===== src/sv/qlps_pkg.sv =====
`timescale 1ns / 1ps

package qlps_pkg;

  localparam int CoordW = 32;
  localparam int SizeW  = 31;
  localparam int LevelW = 4;
  localparam int DiffW  = 34;
  localparam int MagW   = 33;
  localparam int SqW    = 62;

  localparam logic [1:0] REG_OBSERVER_X = 2'd0;
  localparam logic [1:0] REG_OBSERVER_Y = 2'd1;
  localparam logic [1:0] REG_BASE_RANGE = 2'd2;

  localparam logic KIND_SELECTED = 1'b0;
  localparam logic KIND_CHILD    = 1'b1;

  typedef struct packed {
    logic [LevelW-1:0]        patch_level;
    logic signed [CoordW-1:0] patch_x;
    logic signed [CoordW-1:0] patch_y;
    logic [SizeW-1:0]         patch_size;
  } in_t;

  typedef struct packed {
    logic                     kind;
    logic [LevelW-1:0]        out_level;
    logic signed [CoordW-1:0] out_x;
    logic signed [CoordW-1:0] out_y;
    logic [SizeW-1:0]         out_size;
    logic                     last;
  } out_t;

endpackage


===== src/sv/qlps_emit.sv =====
`timescale 1ns / 1ps

// result register: one selected patch or four children, one per transfer
module qlps_emit (
  input  logic           clk_i,
  input  logic           rst_ni,
  input  logic           valid_i,
  input  qlps_pkg::in_t  data_i,
  input  logic           sel_i,
  output logic           en_o,
  output logic           out_valid_o,
  input  logic           out_stall_i,
  output qlps_pkg::out_t out_data_o
);

  localparam int CW = qlps_pkg::CoordW;
  localparam int SW = qlps_pkg::SizeW;

  logic                 v_q;
  qlps_pkg::in_t        p_q;
  logic                 sel_q;
  logic [1:0]           cnt_q;
  logic [SW-1:0]        h_q;
  logic signed [CW-1:0] xh_q, yh_q;
  logic [SW-1:0]        h_d;
  logic                 xfer;
  qlps_pkg::out_t       o;

  assign h_d  = data_i.patch_size >> 1;
  assign xfer = v_q && !out_stall_i;

  always_comb begin
    if (sel_q) begin
      o.kind      = qlps_pkg::KIND_SELECTED;
      o.out_level = p_q.patch_level;
      o.out_x     = p_q.patch_x;
      o.out_y     = p_q.patch_y;
      o.out_size  = p_q.patch_size;
      o.last      = 1'b1;
    end else begin
      o.kind      = qlps_pkg::KIND_CHILD;
      o.out_level = p_q.patch_level - 4'd1;
      o.out_x     = cnt_q[0] ? xh_q : p_q.patch_x;
      o.out_y     = cnt_q[1] ? yh_q : p_q.patch_y;
      o.out_size  = h_q;
      o.last      = cnt_q == 2'd3;
    end
  end

  assign en_o        = !v_q || (xfer && o.last);
  assign out_valid_o = v_q;
  assign out_data_o  = o;

  always_ff @(posedge clk_i or negedge rst_ni) begin
    if (!rst_ni) begin
      v_q   <= 1'b0;
      cnt_q <= 2'd0;
    end else if (en_o) begin
      v_q   <= valid_i;
      cnt_q <= 2'd0;
    end else if (xfer) begin
      cnt_q <= cnt_q + 2'd1;
    end
  end

  always_ff @(posedge clk_i) begin
    if (en_o) begin
      p_q   <= data_i;
      sel_q <= sel_i;
      h_q   <= h_d;
      xh_q  <= data_i.patch_x + CW'(h_d);
      yh_q  <= data_i.patch_y + CW'(h_d);
    end
  end

  a_sel_single: assert property (@(posedge clk_i) disable iff (!rst_ni)
    v_q && sel_q |-> cnt_q == 2'd0)
    else $error("selected patch past first result");

  a_hold_pipe: assert property (@(posedge clk_i) disable iff (!rst_ni)
    v_q && !o.last |-> !en_o)
    else $error("pipeline advanced mid item");

  a_stall_hold: assert property (@(posedge clk_i) disable iff (!rst_ni)
    v_q && out_stall_i |=> v_q && $stable(cnt_q))
    else $error("result lost under stall");

endmodule


===== config.mk =====
export PLATFORM = sky130hd
export DESIGN_NAME = qlps_emit
export DESIGN_NICKNAME = d
export VERILOG_FILES = /design/src/sv/qlps_pkg.sv /design/src/sv/qlps_emit.sv
export SDC_FILE = /design/constraint.sdc
export NUM_CORES = 1
export LEC_CHECK = 0
export BUFFER_PORTS_ARGS = -buffer_cell sky130_fd_sc_hd__buf_2
export CORE_UTILIZATION = 50
export DETAILED_ROUTE_END_ITERATION = 10
export PLACE_DENSITY = 0.74
export SLEW_MARGIN = 40
export SYNTH_ARGS = -nofsm -noshare
export SYNTH_HDL_FRONTEND = slang
export SYNTH_SLANG_ARGS = --single-unit
export TNS_END_PERCENT = 100

===== constraint.sdc =====
create_clock -name clk_i -period 68.7 [get_ports clk_i]
set_input_delay 20.61 -clock clk_i [delete_from_list [all_inputs] [get_ports clk_i]]
set_output_delay 20.61 -clock clk_i [all_outputs]
set_load 0.05 [all_outputs]

Word-level counts from Yosys, hierarchy flattened
Index checks and enable logic that the tools add are counted.

Logic and storage cells: 26. Output and inout bits: 103. Bits in registers: 197. Input port bits: 104.

Equal/unequal tests: 1. Multiplexer cells: 5. Add/subtract/negate cells: 4. Reductions and logical operators: 6.

Operators by type and width (number): $mux W101 (1); $add A32 B30 Y32 (2); $mux W32 (2); $mux W2 (2); $sub A4 B1 Y4 const B (1); $add A2 B1 Y2 const B (1); $eq A2 B2 Y1 const B (1); $logic_and A1 B1 Y1 (2); $logic_not A1 Y1 (2); $reduce_bool A2 Y1 (1); $logic_or A1 B1 Y1 (1).

Depth between registers and ports, before layout
Gate-level depths: netlist of run 1.

Depth in word-level cells: 5. Gate-level depth with buffers: 10. Gate-level depth less buffers: 10.

Worst setup path before layout of run 1
Ideal clock, no wire load.

Path kind: input-to-output. From: in out_stall_i. To: out en_o. Path slack: 14965 ps. Stages on the path: 1. Buffers on the path: 0. Data arrival time: 33125 ps. Cell sequence: o21ai_0.

Longest elaborated chain between the ends: 4.

Ends and longest elaborated chain: start, declared (RTL line qlps_emit.sv:12) `input logic out_stall_i,`; $logic_not A1 Y1 (RTL line qlps_emit.sv:30) `assign xfer = v_q && !out_stall_i;`; $logic_and A1 B1 Y1 (RTL line qlps_emit.sv:30); $logic_and A1 B1 Y1 (RTL line qlps_emit.sv:50) `assign en_o = !v_q || (xfer && o.last);`; $logic_or A1 B1 Y1 (RTL line qlps_emit.sv:50); end, declared (RTL line qlps_emit.sv:10) `output logic en_o,`.

No other way between the ends.

Worst setup path after layout of run 1
Ends and elaborated chain as after synthesis.

==> flow_summary.json, run 1 <==
{
  "syn_area_per_cell_um2": 12.7,
  "hold_class": "reg2reg",
  "syn_inst": 741,
  "required_time_of_the_critical_path_ns": 48.09,
  "synth.cells.most_frequent": "sky130_fd_sc_hd__edfxtp_1, sky130_fd_sc_hd__mux2_2, sky130_fd_sc_hd__ha_1, sky130_fd_sc_hd__a21oi_1",
  "hold_path_start": "out_valid_o",
  "timing.final.hold_violations": 0,
  "antenna_cells": 0,
  "finalClockSkew_ns": 0.00573,
  "flow.area_growth_from_synthesis_pct": 20.3,
  "place_congestion": 0.907,
  "number_of_register_bits_inferred_by_synthesis": 167,
  "cts_root_buffer": "sky130_fd_sc_hd__clkbuf_16",
  "critical_path.startpoint": "out_stall_i",
  "r2r-start": "sel_q",
  "post-synth-top-count-cell": "sky130_fd_sc_hd__edfxtp_1",
  "globalRouteOverflowTotal": 0,
  "cts_tree": "yes",
  "grt_pass1_vias": 6323,
  "cpMaxStageDelayCell": "sky130_fd_sc_hd__buf_2",
  "synthTopCellsByArea": "sky130_fd_sc_hd__edfxtp_1, sky130_fd_sc_hd__mux2_2, sky130_fd_sc_hd__ha_1, sky130_fd_sc_hd__xnor2_1, sky130_fd_sc_hd__a21oi_1",
  "final_layout_size_suffix_gt1_share_pct": 37.4,
  "clk-insertion-delay-late_ns": 0.43,
  "clk_transition_reported_paths_ns": 0.06,
  "setup_repair_after_global_routing_missed_its_margin": "no",
  "cellPowerDensity_nw_per_um2": 27.7,
  "setup_tns_ns": 0,
  "drt_wl_total_um": 21600,
  "run_status": "completed",
  "count_of_placed_standard_cells_in_the_final_layout_fillers_left_out": 1181,
  "cap_violations": 0,
  "postSynth.asyncResetShare_pct": 1.80,
  "mappedNetlistNets": 909,
  "htree_num_levels": 4,
  "setup_viol_count_final": 0,
  "placed_cells": 1148,
  "grt_max_degree": 166,
  "crit_type": "in2out",
  "drt_drc_violations_left": 0,
  "final_max_slew_viol_count": 0,
  "number_of_gates_resized_after_cts": 0,
  "total_leakage_power_nw": 4.65,
  "critPathLaunchType": "input port",
  "slew_headroom_pct": 59.4,
  "fmax_mhz": 23.8,
  "die_x_um": 139,
  "synth_edf_count": 164,
  "primary_flip_flop_cell_chosen_by_synthesis_mapping": "sky130_fd_sc_hd__edfxtp_1",
  "synth_largest_type_area_fraction_pct": 52.2,
  "time_the_final_worst_path_needs_with_i_o_delays_and_setup_ns": 41.94,
  "cts_max_path_buffers": 2,
  "floorplan.die_area_um2": 19400,
  "wl_per_cell_um": 18.3,
  "die_h_um": 139,
  "critical_path.max_stage_delay_ns": 0.32,
  "routed-via-count": 6688,
  "synth-warning-count": 0,
  "critical_path_arrival_ns": 21.33,
  "gr-usage-all-layers_pct": 22.5,
  "final_net_count": 1107,
  "layout.filler_cells": 1466,
  "critPathMostFrequentCell": "sky130_fd_sc_hd__buf_2",
  "drt_first_pass_iters": 5,
  "mappedNetlistArea_um2": 9430,
  "post_cts.repair.setup_buffers": 0,
  "synth.yosys.seq_area_share_pct": 53.0,
  "pre_cts_ws_ns": 26.76,
  "synth_largest_area_cell": "sky130_fd_sc_hd__edfxtp_1",
  "top_level_ports": 207,
  "final_core_utilization_pct": 62.3,
  "hpwl_um": 16200,
  "ant_nets": 0,
  "core_area_um2": 18200,
  "worstSetupEndpointType": "output port",
  "fin_crit_sh_pct": 61.0,
  "first_iter_violations": 484,
  "report.power.total_w": 0.000314,
  "cts-hold-fix-buffers": 0,
  "cts_made_buffers": 17,
  "crit_path_cell_trace": "buf_2, o21ai_4, buf_2",
  "rows": 49,
  "timing.critical_path.fanout_max": 5,
  "vias_per_cell": 5.66,
  "setup_ws_ns": 26.76,
  "grt_first_pass_wirelength_um": 33100,
  "unique_masters_post_synth": 62,
  "peakVddDrop_uv": 17.1,
  "initial_antenna_violation_count": 0,
  "num_clock_sinks": 167,
  "port_buffers": 206,
  "initial_utilization_pct": 51.8,
  "worstMarginPinSlew_ns": 0.602
}
## layout by cell type, fill, tap and decap left out, types with 27 or more instances in the layout
| cell type | count |
|---|---|
| sky130_fd_sc_hd__mux2_2 | 95 |
| sky130_fd_sc_hd__a21oi_1 | 56 |
| sky130_fd_sc_hd__xnor2_1 | 34 |
| sky130_fd_sc_hd__a21o_1 | 35 |
| sky130_fd_sc_hd__edfxtp_1 | 164 |
| sky130_fd_sc_hd__ha_1 | 62 |
| sky130_fd_sc_hd__buf_2 | 206 |
| sky130_fd_sc_hd__nand2_1 | 35 |
| sky130_fd_sc_hd__o21ai_0 | 27 |
## final timing paths
check	end	slack (ns)	cells past startpoint
min in group asynchronous	out_valid_o	19.97	1
setup reg to reg	p_q[20]	66.20	5
setup / recovery	en_o	26.76	3
hold / removal	cnt_q[1]	0.60	1
max in group asynchronous	cnt_q[1]	48.63	1
hold reg to reg	cnt_q[1]	0.60	1
## area by class of cell
class	count	area, um2	share of cell area, %
repair buffers	212	1140	10.1
clock buffers	17	425	3.75
multi-input cells	524	4270	37.6
flip-flops and latches	167	5000	44.1
inverters	17	63.8	0.562
well taps	229	287	2.53
clock inverters	15	161	1.42
## worst max-delay path: cells and delay by family
family,cells,cell delay [ns]
buffers and inverters,2,0.46
AO/OA/AOI/OAI,1,0.26
## flip-flops by register name, summed over array words and instances (netlist names)
name         cells
cnt_q            2
out_valid_o      1
p_q             99
sel_q            1
xh_q            32
yh_q            32
## per-layer routing
| layer | up-vias | share of wire, % | GRT usage [%] |
|---|---|---|---|
| li1 | 3240 | - | - |
| met1 | 3229 | 46 | 29.8 |
| met2 | 177 | 47 | 36.1 |
| met3 | 42 | 4.2 | 3.54 |
| met4 | 0 | 3.2 | 10.9 |
| met5 | - | 0 | 0 |
## kinds of logic (layout without fill, tap and decap cells)
kind of cell    Yosys count  in the layout  synth area share, %
compound gates          185            185                 13.2
flops                   167            167                 53.0
simple gates            123            123                 6.51
mux                      95             95                 11.3
fa+ha+maj                64             64                 8.65
xor+xnor                 57             57                 5.29
buf+inv                  50            261                 2.04
## through the flow
stage	hold WS (ns)	instance area, um2
4_1_cts	0.610	11300
3_3_place_gp	0.585	10700
6_report	0.605	11300
3_5_place_dp	0.591	10700
2_1_floorplan	0.552	9430
5_1_grt	0.633	11300
## report_power, final
part / internal, W / switching, W / total [W] / leakage, nW
Sequential: 0.000127 / 0.00000317 / 0.000131 / 1.62
Clock: 0.0000565 / 0.0000392 / 0.0000956 / 0.272
Combinational: 0.0000287 / 0.0000592 / 0.0000879 / 2.76
Total: 0.000213 / 0.000102 / 0.000314 / 4.65
No activity file was read; power rests on OpenSTA's default activity.
==> run 2, diff against run 1 <==
clock period = 39.7 ns   (was 68.7 ns; I/O delays follow)
==> run 2 against run 1 <==
Sequential share of layout area is essentially flat. Clock power grew 66%. Highest routed layer unchanged. Final cell count is the same. Largest power group unchanged.
==> flow_summary.json, run 2 (synthesis results as in run 1) <==
{
  "run_status": "completed",
  "finalClockSkew_ns": 0.00596,
  "core_area_um2": 18200,
  "port_buffers": 206,
  "cap_violations": 0,
  "time_the_final_worst_path_needs_with_i_o_delays_and_setup_ns": 24.56,
  "timing.critical_path.fanout_max": 5,
  "setup_repair_after_global_routing_missed_its_margin": "no",
  "hold_class": "reg2reg",
  "final_layout_size_suffix_gt1_share_pct": 37.5,
  "count_of_placed_standard_cells_in_the_final_layout_fillers_left_out": 1181,
  "multi_input_comb_area_um2": 4270,
  "routed-via-count": 6692,
  "drt_wl_total_um": 21800,
  "timing.critical_path.buf_inv": 2,
  "final_net_count": 1107,
  "floorplan.die_area_um2": 19400,
  "drt_first_pass_iters": 7,
  "worstMarginPinSlew_ns": 0.614,
  "vias_per_cell": 5.67,
  "critical_path.top_delay_family": "buffers and inverters",
  "critical_path.max_stage_delay_ns": 0.32,
  "final_max_slew_viol_count": 0,
  "largest-register": "p_q",
  "final_core_utilization_pct": 62.3,
  "setup_tns_ns": 0,
  "timing.final.hold_violations": 0,
  "clk_transition_reported_paths_ns": 0.06,
  "drt_drc_violations_left": 0,
  "cts_root_buffer": "sky130_fd_sc_hd__clkbuf_16",
  "cts_made_buffers": 17,
  "antenna_cells": 0,
  "die_h_um": 139,
  "fmax_mhz": 40.7,
  "ant_nets": 0,
  "globalRouteOverflowTotal": 0,
  "grt_pass1_vias": 6324,
  "fin_crit_sh_pct": 61.9,
  "final_cell_mix": "sky130_fd_sc_hd__buf_2, sky130_fd_sc_hd__edfxtp_1, sky130_fd_sc_hd__mux2_2",
  "num_clock_sinks": 167,
  "final_common_cell": "sky130_fd_sc_hd__buf_2",
  "grt_first_pass_wirelength_um": 33000,
  "number_of_gates_resized_after_cts": 0,
  "worstSetupEndpointType": "output port",
  "htree_num_levels": 4,
  "placed_cells": 1148,
  "cts-hold-fix-buffers": 0,
  "die_x_um": 139,
  "top_level_ports": 207,
  "cts_tree": "yes",
  "clk-insertion-delay-late_ns": 0.42,
  "cts_max_path_buffers": 2,
  "grt_max_degree": 166,
  "required_time_of_the_critical_path_ns": 27.79,
  "setup_viol_count_final": 0,
  "hpwl_um": 16500,
  "crit_type": "in2out",
  "critical_path_arrival_ns": 12.65,
  "cellPowerDensity_nw_per_um2": 47.4,
  "reg.largest.list": "p_q: 99 flops, xh_q: 32 flops, yh_q: 32 flops",
  "peakVddDrop_uv": 30.3,
  "crit_path_cell_trace": "buf_2, o21ai_4, buf_2",
  "critPathLaunchType": "input port",
  "initial_utilization_pct": 51.8,
  "wl_per_cell_um": 18.5,
  "initial_antenna_violation_count": 0,
  "total_leakage_power_nw": 4.65,
  "flip_flop_count_of_the_largest_register_after_layout": 99,
  "cpMaxStageDelayCell": "sky130_fd_sc_hd__buf_2",
  "layout.filler_cells": 1454,
  "place_congestion": 0.911,
  "slew_headroom_pct": 58.6,
  "rows": 49,
  "critPathMostFrequentCell": "sky130_fd_sc_hd__buf_2",
  "first_iter_violations": 383,
  "register_area_um2": 5000,
  "gr-usage-all-layers_pct": 22.4,
  "flow.area_growth_from_synthesis_pct": 20.2,
  "post_cts.repair.setup_buffers": 0
}
-- run 2: cell types whose count changed in the layout (fill, tap and decap cells not counted), sizes merged --
cell / previous run / this run
inv: 17 / 18
bufinv: 3 / 2
clkbuf: 17 / 19
clkinv: 8 / 7
clkinvlp: 4 / 3
-- run 2: stage by stage --
step | total power (W) | hold slack (ns) | cell area, um2 | worst slack, ns
floorplan | 0.000351 | 0.552 | 9430 | 3.36
CTS | 0.000540 | 0.624 | 11300 | 15.15
global placement | 0.000377 | 0.586 | 10700 | 15.15
finish | 0.000537 | 0.613 | 11300 | 15.14
detailed placement | 0.000381 | 0.593 | 10700 | 15.15
global route | 0.000559 | 0.648 | 11300 | 15.13
-- run 2: worst paths after layout --
check	from	to	slack, ns	depth (start not counted)
min in group asynchronous	rst_ni	out_valid_o	11.27	1
setup / recovery	out_stall_i	en_o	15.14	3
setup reg to reg	sel_q	xh_q[23]	37.32	4
hold reg to reg	out_valid_o	cnt_q[1]	0.61	1
max in group asynchronous	rst_ni	cnt_q[1]	28.32	1
hold / removal	out_valid_o	cnt_q[1]	0.61	1
-- run 2: area by class of cell --
class                      count  share of cell area [%]
multi-input combinational    524                    37.6
tap                          229                    2.53
sequential                   167                    44.1
clock inverter                13                    1.16
timing repair buffer         212                    10.2
clock buffer                  19                    3.82
inverter                      17                   0.563
-- run 2: layer usage --
metal,global-route usage [%],up-vias,routed length (um)
met5,0,-,0
met4,9.88,0,653
met3,3.82,39,1010
met2,36.9,223,10500
met1,29.3,3178,9660
li1,-,3252,-
-- run 2: where the power goes --
group	internal, W	switching [W]	total (W)	leakage [nW]
Sequential	0.000220	0.00000569	0.000226	1.62
Combinational	0.0000499	0.000103	0.000152	2.76
Clock	0.0000921	0.0000666	0.000159	0.268
Total	0.000362	0.000175	0.000537	4.65
-- run 2: worst reg2reg max path: cells and delay by family, from the launching register on --
family	cells	cell delay, ns
buffers and inverters	2	0.77
DFF	1	0.65
AOI/OAI and AO/OA	1	0.29
and+or+nand+nor	1	0.19
